<file path="src/rtl/core/tctt_pkg.sv">
// touch contact track table: shared types and codes
// word layouts for both channels, operation, life and register codes
package tctt_pkg;

  localparam int DATA_BITS = 16;
  localparam int ID_BITS   = 32;
  localparam int CFG_IDX_W = 1;
  localparam int CFG_DAT_W = 8;

  localparam logic [2:0] OP_BIRTH        = 3'd0;
  localparam logic [2:0] OP_BIRTH_RETAP  = 3'd1;
  localparam logic [2:0] OP_UPDATE       = 3'd2;
  localparam logic [2:0] OP_KILL         = 3'd3;
  localparam logic [2:0] OP_ENTER_GRACE  = 3'd4;
  localparam logic [2:0] OP_EXPIRE_GRACE = 3'd5;
  localparam logic [2:0] OP_RECYCLE      = 3'd6;
  localparam logic [2:0] OP_MARK_GESTURE = 3'd7;

  localparam logic [1:0] LIFE_DEAD   = 2'd0;
  localparam logic [1:0] LIFE_ACTIVE = 2'd1;
  localparam logic [1:0] LIFE_GRACE  = 2'd2;

  localparam logic STAT_DONE   = 1'b0;
  localparam logic STAT_REJECT = 1'b1;

  localparam logic [CFG_IDX_W-1:0] CFG_DEADZONE = 1'd0;
  localparam logic [CFG_IDX_W-1:0] CFG_BLEND    = 1'd1;

  localparam logic [7:0] DEADZONE_RST = 8'd2;
  localparam logic [3:0] BLEND_RST    = 4'd5;
  localparam logic [3:0] BLEND_DEN    = 4'd8;

  typedef struct packed {
    logic [2:0]           operation;
    logic [3:0]           slot;
    logic [DATA_BITS-1:0] pos_x;
    logic [DATA_BITS-1:0] pos_y;
    logic [DATA_BITS-1:0] lift_x;
    logic [DATA_BITS-1:0] lift_y;
    logic                 solo_finger;
  } in_word_t;

  typedef struct packed {
    logic                 status;
    logic [ID_BITS-1:0]   contact_id;
    logic [DATA_BITS-1:0] out_x;
    logic [DATA_BITS-1:0] out_y;
  } out_word_t;

endpackage

</file>
<file path="src/rtl/core/tctt_filter.sv">
// touch contact track table: position update filter
// deadzone against the baseline, then blend in eighths unless fresh or gesture-tainted; uses tctt_pkg
module tctt_filter import tctt_pkg::*; #(
  parameter int COORD_BITS = 16
) (
  input  logic [7:0]            deadzone,
  input  logic [3:0]            blend_num,
  input  logic                  fresh,
  input  logic                  gesture,
  input  logic                  solo,
  input  logic [COORD_BITS-1:0] px,
  input  logic [COORD_BITS-1:0] py,
  input  logic [COORD_BITS-1:0] rx,
  input  logic [COORD_BITS-1:0] ry,
  input  logic [COORD_BITS-1:0] bx,
  input  logic [COORD_BITS-1:0] by,
  output logic [COORD_BITS-1:0] rx_nxt,
  output logic [COORD_BITS-1:0] ry_nxt,
  output logic [COORD_BITS-1:0] bx_nxt,
  output logic [COORD_BITS-1:0] by_nxt,
  output logic                  gesture_nxt
);

  localparam int SW = COORD_BITS + 4;

  logic [COORD_BITS-1:0] adx, ady, dz;
  logic                  pass, taint;
  logic [3:0]            n, nc;
  logic [SW-1:0]         sum_x, sum_y;
  logic [COORD_BITS-1:0] blend_x, blend_y;

  assign dz    = COORD_BITS'(deadzone);
  assign adx   = (px >= bx) ? px - bx : bx - px;
  assign ady   = (py >= by) ? py - by : by - py;
  assign pass  = fresh || (deadzone == 8'd0) || (adx >= dz) || (ady >= dz);
  assign taint = gesture && solo;

  assign n     = (blend_num > BLEND_DEN) ? BLEND_DEN : blend_num;
  assign nc    = BLEND_DEN - n;
  assign sum_x = SW'(px) * SW'(n) + SW'(rx) * SW'(nc);
  assign sum_y = SW'(py) * SW'(n) + SW'(ry) * SW'(nc);
  assign blend_x = sum_x[COORD_BITS+2:3];
  assign blend_y = sum_y[COORD_BITS+2:3];

  always_comb begin
    rx_nxt      = rx;
    ry_nxt      = ry;
    bx_nxt      = bx;
    by_nxt      = by;
    gesture_nxt = gesture;
    if (pass) begin
      bx_nxt = px;
      by_nxt = py;
      if (fresh || taint) begin
        rx_nxt = px;
        ry_nxt = py;
        if (taint) begin
          gesture_nxt = 1'b0;
        end
      end else begin
        rx_nxt = blend_x;
        ry_nxt = blend_y;
      end
    end
  end

endmodule

</file>
<file path="src/rtl/core/touch_contact_track_table.sv">
// touch contact track table: top level
// slot memory with read-modify-write sequencer; uses tctt_pkg, tctt_filter
//
//   port group   dir   handshake            word
//   in_          in    start / busy         in_word_t
//   out_         out   out_valid strobe     out_word_t
//   cfg_         in    cfg_we               cfg_idx, cfg_wdata
//
// each item is a read-modify-write: the slot entry is read in the accept cycle and
// modified and written back in the busy cycle, so no new word is accepted while busy.
// the result strobes in the cycle after the busy cycle, while the next word may
// already be accepted. reset clears the per-slot valid bits at once, so no clearing
// pass is needed. results cannot stall.
module touch_contact_track_table import tctt_pkg::*; #(
  parameter int SLOTS      = 16,
  parameter int COORD_BITS = 16
) (
  input  logic                 clk,
  input  logic                 rst_n,
  input  logic                 start,
  output logic                 busy,
  input  in_word_t             in_word,
  output logic                 out_valid,
  output out_word_t            out_word,
  input  logic                 cfg_we,
  input  logic [CFG_IDX_W-1:0] cfg_idx,
  input  logic [CFG_DAT_W-1:0] cfg_wdata
);

  localparam int CW      = COORD_BITS;
  localparam int SLOT_AW = (SLOTS > 1) ? $clog2(SLOTS) : 1;
  localparam logic [6:0] SLOTS_L = 7'(SLOTS);

  localparam logic ST_IDLE = 1'b0;
  localparam logic ST_RMW  = 1'b1;

  typedef struct packed {
    logic [1:0]         life;
    logic [ID_BITS-1:0] id;
    logic [CW-1:0]      rx;
    logic [CW-1:0]      ry;
    logic [CW-1:0]      bx;
    logic [CW-1:0]      by;
    logic               fresh;
    logic               gesture;
  } entry_t;

  entry_t               slot_mem [SLOTS];
  entry_t               rd_q_r;
  logic                 rd_vld_r;
  logic [SLOTS-1:0]     vld_r;
  logic                 state_r, state_nxt;
  in_word_t             req_r;
  logic [7:0]           dz_r;
  logic [3:0]           bn_r;
  logic [ID_BITS-1:0]   next_id_r, next_id_nxt;
  logic                 out_valid_r;
  out_word_t            out_word_r, out_word_nxt;

  logic                 accept;
  logic [SLOT_AW+3:0]   ra_ext, wa_ext;
  logic [SLOT_AW-1:0]   ra, wa;
  entry_t               cur, wdata;
  logic                 ok, in_rng, mem_we;
  logic [ID_BITS-1:0]   id_inc, id_new;
  logic [CW-1:0]        px, py, lx, ly;
  logic [CW-1:0]        f_rx, f_ry, f_bx, f_by;
  logic                 f_gesture;

  assign accept = start && (state_r == ST_IDLE);
  assign busy   = (state_r == ST_RMW);

  assign ra_ext = {{SLOT_AW{1'b0}}, in_word.slot};
  assign wa_ext = {{SLOT_AW{1'b0}}, req_r.slot};
  assign ra     = ra_ext[SLOT_AW-1:0];
  assign wa     = wa_ext[SLOT_AW-1:0];

  assign px = req_r.pos_x[CW-1:0];
  assign py = req_r.pos_y[CW-1:0];
  assign lx = req_r.lift_x[CW-1:0];
  assign ly = req_r.lift_y[CW-1:0];

  assign cur    = rd_vld_r ? rd_q_r : '0;
  assign in_rng = {3'b000, req_r.slot} < SLOTS_L;
  assign id_inc = next_id_r + ID_BITS'(1);
  assign id_new = (id_inc == '0) ? ID_BITS'(1) : id_inc;

  tctt_filter #(.COORD_BITS(CW)) u_filter (
    .deadzone    (dz_r),
    .blend_num   (bn_r),
    .fresh       (cur.fresh),
    .gesture     (cur.gesture),
    .solo        (req_r.solo_finger),
    .px          (px),
    .py          (py),
    .rx          (cur.rx),
    .ry          (cur.ry),
    .bx          (cur.bx),
    .by          (cur.by),
    .rx_nxt      (f_rx),
    .ry_nxt      (f_ry),
    .bx_nxt      (f_bx),
    .by_nxt      (f_by),
    .gesture_nxt (f_gesture)
  );

  always_comb begin
    ok = 1'b0;
    wdata = cur;
    out_word_nxt.status     = STAT_DONE;
    out_word_nxt.contact_id = cur.id;
    out_word_nxt.out_x      = DATA_BITS'(cur.rx);
    out_word_nxt.out_y      = DATA_BITS'(cur.ry);
    unique case (req_r.operation)
      OP_BIRTH, OP_BIRTH_RETAP: begin
        ok = (cur.life == LIFE_DEAD);
        wdata.life    = LIFE_ACTIVE;
        wdata.id      = id_new;
        wdata.rx      = (req_r.operation == OP_BIRTH) ? px : lx;
        wdata.ry      = (req_r.operation == OP_BIRTH) ? py : ly;
        wdata.bx      = wdata.rx;
        wdata.by      = wdata.ry;
        wdata.fresh   = (req_r.operation == OP_BIRTH);
        wdata.gesture = 1'b0;
        out_word_nxt.contact_id = id_new;
        out_word_nxt.out_x      = DATA_BITS'(wdata.rx);
        out_word_nxt.out_y      = DATA_BITS'(wdata.ry);
      end
      OP_UPDATE: begin
        ok = (cur.life == LIFE_ACTIVE);
        wdata.rx      = f_rx;
        wdata.ry      = f_ry;
        wdata.bx      = f_bx;
        wdata.by      = f_by;
        wdata.gesture = f_gesture;
        wdata.fresh   = 1'b0;
        out_word_nxt.out_x = DATA_BITS'(f_rx);
        out_word_nxt.out_y = DATA_BITS'(f_ry);
      end
      OP_KILL: begin
        ok = (cur.life == LIFE_ACTIVE) || (cur.life == LIFE_GRACE);
        wdata = '0;
      end
      OP_RECYCLE: begin
        ok = (cur.life == LIFE_ACTIVE) || (cur.life == LIFE_GRACE);
        wdata.life    = LIFE_ACTIVE;
        wdata.id      = id_new;
        wdata.rx      = px;
        wdata.ry      = py;
        wdata.bx      = px;
        wdata.by      = py;
        wdata.fresh   = 1'b1;
        wdata.gesture = 1'b0;
      end
      OP_ENTER_GRACE: begin
        ok = (cur.life == LIFE_ACTIVE);
        wdata.life = LIFE_GRACE;
      end
      OP_EXPIRE_GRACE: begin
        ok = (cur.life == LIFE_GRACE);
        wdata = '0;
        out_word_nxt.contact_id = '0;
        out_word_nxt.out_x      = '0;
        out_word_nxt.out_y      = '0;
      end
      OP_MARK_GESTURE: begin
        ok = (cur.life == LIFE_ACTIVE);
        wdata.gesture = 1'b1;
      end
      default: begin
        ok = 1'b0;
      end
    endcase
    if (!(ok && in_rng)) begin
      out_word_nxt = '0;
      out_word_nxt.status = STAT_REJECT;
    end
  end

  assign mem_we = busy && ok && in_rng;

  always_comb begin
    next_id_nxt = next_id_r;
    if (mem_we && ((req_r.operation == OP_BIRTH) || (req_r.operation == OP_BIRTH_RETAP) ||
                   (req_r.operation == OP_RECYCLE))) begin
      next_id_nxt = id_new;
    end
    state_nxt = accept ? ST_RMW : ST_IDLE;
  end

  // slot memory with registered read, request capture and result register
  always_ff @(posedge clk) begin
    if (mem_we) begin
      slot_mem[wa] <= wdata;
    end
    if (accept) begin
      rd_q_r <= slot_mem[ra];
      req_r  <= in_word;
    end
    if (busy) begin
      out_word_r <= out_word_nxt;
    end
  end

  always_ff @(posedge clk) begin
    if (!rst_n) begin
      state_r     <= ST_IDLE;
      vld_r       <= '0;
      rd_vld_r    <= 1'b0;
      next_id_r   <= '0;
      out_valid_r <= 1'b0;
      dz_r        <= DEADZONE_RST;
      bn_r        <= BLEND_RST;
    end else begin
      state_r     <= state_nxt;
      next_id_r   <= next_id_nxt;
      out_valid_r <= busy;
      if (mem_we) begin
        vld_r[wa] <= (wdata.life != LIFE_DEAD);
      end
      if (accept) begin
        rd_vld_r <= vld_r[ra];
      end
      if (cfg_we) begin
        unique case (cfg_idx)
          CFG_DEADZONE: dz_r <= cfg_wdata;
          CFG_BLEND:    bn_r <= cfg_wdata[3:0];
          default:      ;
        endcase
      end
    end
  end

  assign out_valid = out_valid_r;
  assign out_word  = out_word_r;

  a_busy_one_cycle: assert property (@(posedge clk) disable iff (!rst_n)
    busy |=> !busy)
    else $error("busy held longer than one cycle");

  a_accept_to_busy: assert property (@(posedge clk) disable iff (!rst_n)
    (start && !busy) |=> busy)
    else $error("accepted word did not start the update");

  a_result_follows_busy: assert property (@(posedge clk) disable iff (!rst_n)
    out_valid |-> $past(busy))
    else $error("result without an update cycle");

  a_no_overlap: assert property (@(posedge clk) disable iff (!rst_n)
    !(busy && out_valid))
    else $error("result strobe overlaps an update cycle");

  a_id_nonzero: assert property (@(posedge clk) disable iff (!rst_n)
    (mem_we && (wdata.life == LIFE_ACTIVE)) |-> (wdata.id != '0))
    else $error("live slot written with contact id zero");

endmodule
</file>
<file path="config.mk">
export PLATFORM = sky130hd
export DESIGN_NAME = touch_contact_track_table
export DESIGN_NICKNAME = d
export VERILOG_FILES = /design/src/rtl/core/tctt_pkg.sv /design/src/rtl/core/tctt_filter.sv /design/src/rtl/core/touch_contact_track_table.sv
export SDC_FILE = /design/constraint.sdc
export NUM_CORES = 2
export LEC_CHECK = 0
export BUFFER_PORTS_ARGS = -buffer_cell sky130_fd_sc_hd__buf_2
export CORE_AREA = 2 2 423 593
export DETAILED_ROUTE_END_ITERATION = 12
export DIE_AREA = 0 0 425 595
export PLACE_DENSITY_LB_ADDON = 0.1
export SYNTH_ARGS = -nofsm -noshare
export SYNTH_HDL_FRONTEND = slang
export SYNTH_SLANG_ARGS = --single-unit
export TNS_END_PERCENT = 1
</file>
<file path="constraint.sdc">
create_clock -name clk -period 22.2 [get_ports clk]
set_clock_uncertainty 0.05 [all_clocks]
set_input_delay 5.55 -clock clk [delete_from_list [all_inputs] [get_ports clk]]
set_output_delay 5.55 -clock clk [all_outputs]
set_load 0.03 [all_outputs]
</file>
==> Yosys cells after proc, flatten, opt, wreduce, memory -nomap -nowiden <==
Memory sizes are Yosys's and may differ from the RTL's. A register that Yosys moved wholly into a read port is not among the register bits.
Cells that the tools add are included.
{ "word_totals": {"reg_bits": 200, "ramBits": 1600, "inputBits": 85, "out_inout_bits": 67, "word_cells": 107, "mem_count": 1} }
{ "classes": {"n_addsub": 8, "multipliers": 4, "n_lt_le_gt_ge": 8, "eq_ne": 9, "n_mux": 32, "bitwise_logic": 2, "n_reduce_logical": 25} }
{ "mem_list": {"columns": ["memory", "words", "width", "rd", "rd_clocked_by_memory_dff", "wr", "line", "source"], "rows": [
  ["slot_mem", 16, 100, 1, 1, 1, "touch_contact_track_table.sv:48", "entry_t slot_mem [SLOTS];"]
]} }
{ "ops": {"columns": ["cell", "n"], "rows": [
  ["65-bit case mux with 4 select lines", 1],
  ["16-bit two-way mux", 10],
  ["32-bit case mux with 2 select lines", 2],
  ["100-bit two-way mux", 1],
  ["32-bit case mux with 3 select lines", 1],
  ["16-bit by 4-bit multiplier with 19-bit output", 4],
  ["65-bit two-way mux", 1],
  ["16-bit subtractor", 4],
  ["19-bit adder", 2],
  ["32-bit by 1-bit adder with 32-bit output, second input constant", 1],
  ["16-bit >= comparator", 2],
  ["16-bit by 8-bit >= comparator with 1-bit output", 2],
  ["32-bit logical NOT", 1],
  ["32-bit two-way mux", 1],
  ["16-bit bitwise mux", 1],
  ["3-bit == test, second input constant", 4],
  ["4-bit by 5-bit less-than comparator with 1-bit output, second input constant", 2],
  ["8-bit logical NOT", 1],
  ["1-bit two-way mux", 8],
  ["1-bit logical OR", 7],
  ["3-bit by 2-bit == test with 1-bit output, second input constant", 2],
  ["2-bit case mux with 3 select lines", 1],
  ["2-bit OR reduction", 3],
  ["3-bit OR reduction", 2],
  ["other kinds (18)", 24]
]} }

==> Logic depth before layout (Yosys ltp) <==
{ "depth": {"word_depth": 9, "ltp_mapped": 32} }

==> By module <==
A second synthesis with hierarchy kept.
{ "hier_totals": {"cells_unflattened": 5240, "area_unflattened_um2": 87021.0} }
{ "by_module_without_submodules": {"columns": ["mod", "n_inst", "cells_each", "area_each_um2"], "rows": [
  ["touch_contact_track_table", 1, 3697, 74749.2],
  ["tctt_filter", 1, 1543, 12271.8]
]} }

==> Least setup slack after synthesis <==
OpenSTA, ideal clock, no wires.
{ "synth_path": {"path_kind": "in2reg", "startpoint": "input start", "endpoint": "register rd_vld_r", "setup_ns": 0.135, "t_arrival_ns": 13.743, "required_ns": 22.015, "setup_slack_ns": 8.272, "path_stages": 3, "path_cell_list": "nor2b_1 > mux2i_1 > nor2b_1"} }
{ "synth_between": {"elab_chain_len": 1} }
{ "synth_lines": {"columns": ["element", "line", "source"], "rows": [
  ["start: declaration", "touch_contact_track_table.sv:20", "input logic start,"],
  ["1-bit logical AND", "touch_contact_track_table.sv:70", "assign accept = start && (state_r == ST_IDLE);"],
  ["end signal: assignment", "touch_contact_track_table.sv:222", "rd_vld_r <= vld_r[ra];"],
  ["end: declaration", "touch_contact_track_table.sv:50", "logic rd_vld_r;"]
]} }
Every way passes these cells.
A chain may end at the register's enable or synchronous reset.

==> metrics.md <==
| Metric | Value |
|---|---|
| Status | finished, final reports clean |
| Slew @ Worst Pin | 1.42 ns |
| CTS buffer count | 196 |
| Drt drc | 0 |
| Share of layout cells above drive strength 1 | 0.206 |
| Syn_nets | 5603 |
| CTS tree | done |
| Vias in the first global route | 51300 |
| Max Slew Vio Count | 0 |
| I/O Buffers | 151 |
| Setup Fix Bufs, Post-CTS | 0 |
| Switching Fraction | 0.241 |
| Hold_ws | 0.437 ns |
| Post-DP Area | 91600 um^2 |
| EDFF count, synth | 1837 |
| Max stage delay on crit path | 1.02 ns |
| Clock-pin slew on the worst setup and hold paths | 0.06 ns |
| DIE AREA | 253000 um^2 |
| # IOs | 152 |
| First-pass DRT Iterations | 6 |
| Synthesized area per cell | 16.6 um^2 |
| Initial core utilization | 0.348 |
| H-tree depth | 4 |
| Seq pwr share | 0.501 |
| Nets | 5795 |
| Startpoint types | flip-flop |
| Largest net degree at the start of global routing | 138 |
| Int Power | 6.15 mW |
| Fin crit share | 0.437 |
| HP Class | reg2reg |
| Final setup vio count | 0 |
| Total Wirelength | 277000 um |
| First-pass GRT wire length | 392000 um |
| Worst rel slew slack | 0.0518 |
| Post-DR vias/cell | 5.57 |
| Max rail drop VDD | 0.0646 mV |
| Asr flop ratio synth | 0 |
| Arr. time, crit path | 10.18 ns |
| Core area | 248000 um^2 |
| Post-synth cell types | 75 |
| Sw Pwr | 1.96 mW |
| Cts repair resizes | 0 |
| Post-Syn Area | 86400 um^2 |
| Setup_tns | 0 ns |
| Synth Flop Type | edfxtp_1 |
| Most common cell after layout, fill and taps aside | edfxtp_1 |
| Post-DP HPWL | 165000 um |
| Critical path class | reg2reg |
| Clk sinks | 1900 |
| DR WL/cell | 31.4 um |
| Clock network fraction of design power | 0.405 |
| Flops & latches, synth | 1900 |
| Worst-path maximum fanout | 137 |
| Ys Warns | 0 |
| RSZ-0062 raised after global routing | false |
| Die height | 595 um |
| Post-Synthesis Cells | 5203 |
| Clk root buf | clkbuf_16 |
| LEAKAGE | 32.4 nW |
| Seq/Total Area, Yosys | 0.653 |
| Most frequent cells in the layout | edfxtp_1, mux4_2, inv_1 |
| Area added between synthesis and finish | 13.2% |
| MaxCap Viol Count | 0 |
| Post-layout min period | 9.70 ns |
| Final Hold Fails | 0 |
| Fmax | 0.103 GHz |
| Crit-path slowest cell | a22oi_1 |
| Detail Route Antenna Nets | 0 |
| Buffer depth of the longest clock path | 4 |
| GRT overflow | 0 |
| RD Place Congestion | 0.840 |
| WP data required | 22.69 ns |
| Initial antenna violation count | 16 |
| Setup crit end kind | flip-flop |
| Chip Width | 425 um |
| GRT Total Usage | 0.218 |
| Power density over cell area | 82.9 nW/um^2 |
| Final instance area | 97900 um^2 |
| DR iter-0 viols | 4390 |
| # rows | 217 |
| # hold bufs at CTS | 0 |
| Gate power share | 0.095 |
| Fill cells | 22800 |
| Vias | 49200 |
| Clock latency on the worst-skew pair | 0.92 ns |
## worst paths after layout
| path | cells past startpoint | end | start | slack, ns |
|---|---|---|---|---|
| max reg2reg | 26 | slot_mem[0][63] | rd_vld_r | 12.50 |
| max | 26 | slot_mem[0][63] | rd_vld_r | 12.50 |
| min | 2 | dz_r[4] | dz_r[4] | 0.44 |
| min reg2reg | 2 | dz_r[4] | dz_r[4] | 0.44 |
## routing by layer
metal,global-route usage,part of all wire,up-vias
met2,0.368,0.50,1448
met5,0,0.00019,-
met4,0.0625,0.028,8
li1,-,-,20700
met3,0.0244,0.047,369
met1,0.296,0.43,26700
## cell usage after synthesis, types with 46 or more instances
cell type	count	area share
a22oi_1	65	0.0056
and2_1	90	0.0065
and3_1	50	0.0036
dfxtp_1	63	0.015
o21ai_0	166	0.0096
a21oi_1	145	0.0084
clkbuf_1	243	0.011
edfxtp_1	1837	0.64
xnor2_1	79	0.0080
inv_1	284	0.012
a21o_1	60	0.0052
nand2_1	271	0.012
fa_1	180	0.042
a31oi_1	53	0.0038
ha_1	135	0.020
nand3_1	85	0.0049
mux4_2	505	0.13
a211oi_1	46	0.0040
nor2_1	283	0.012
buf_1	61	0.0026
## layout make-up
cell class / count / area [um^2] / area share
clock buffer: 243 / 5130 / 0.0524
antenna: 1 / 2.50 / 0.0000256
clock inverter: 105 / 1080 / 0.0110
timing repair buffer: 319 / 2170 / 0.0222
tap: 3285 / 4110 / 0.0420
multi-input combinational: 2693 / 27900 / 0.285
inverter: 285 / 1070 / 0.0109
sequential: 1900 / 56400 / 0.577
## flip-flops by register name, indices dropped and copies added, names as in the netlist
| name | cells |
|---|---|
| bn_r | 4 |
| busy | 1 |
| dz_r | 8 |
| lx | 16 |
| ly | 16 |
| next_id_r | 32 |
| out_valid | 1 |
| out_word | 65 |
| px | 16 |
| py | 16 |
| rd_q_r | 100 |
| rd_vld_r | 1 |
| req_r | 4 |
| slot_mem | 1600 |
| vld_r | 16 |
| wa | 4 |
## cells by family after synthesis
logic type               Yosys count  synth area share
AND/OR/NAND/NOR                  961            0.0529
adder cells (fa/ha/maj)          315            0.0612
buffers and inverters            610            0.0270
multiplexers                     545             0.136
AO/OA/AOI/OAI                    756            0.0580
XOR/XNOR                         116            0.0118
flip-flops                      1900             0.653
## stage by stage
stage | cells | power (mW) | setup WS (ns) | util
3_3_place_gp | 8475 | 4.90 | 12.24 | 0.369
3_5_place_dp | 8475 | 4.91 | 12.22 | 0.369
2_1_floorplan | 5203 | 4.61 | 8.27 | -
6_report | 8831 | 8.11 | 12.50 | 0.394
4_1_cts | 8823 | 8.21 | 12.60 | 0.394
5_1_grt | 8831 | 8.39 | 12.09 | 0.394
## power groups by stage
stage          combinational, mW  sequential (mW)  clock, mW
3_5_place_dp               0.771             4.14          0
6_report                   0.769             4.06       3.28
3_3_place_gp               0.767             4.14          0
5_1_grt                    0.838             4.06       3.49
2_1_floorplan              0.491             4.12          0
4_1_cts                    0.775             4.06       3.37
## critical path, delay by kind of cell, from the launching register on
kind,cells,cell delay [ns]
AOI/OAI and AO/OA,9,3.44
xor gates and xnor gates,1,0.40
adders and majority gates,3,0.93
buffers and inverters,5,1.42
DFF,1,0.74
muxes,1,0.29
and+or+nand+nor,7,1.65
(Power assumes the default switching activity.)
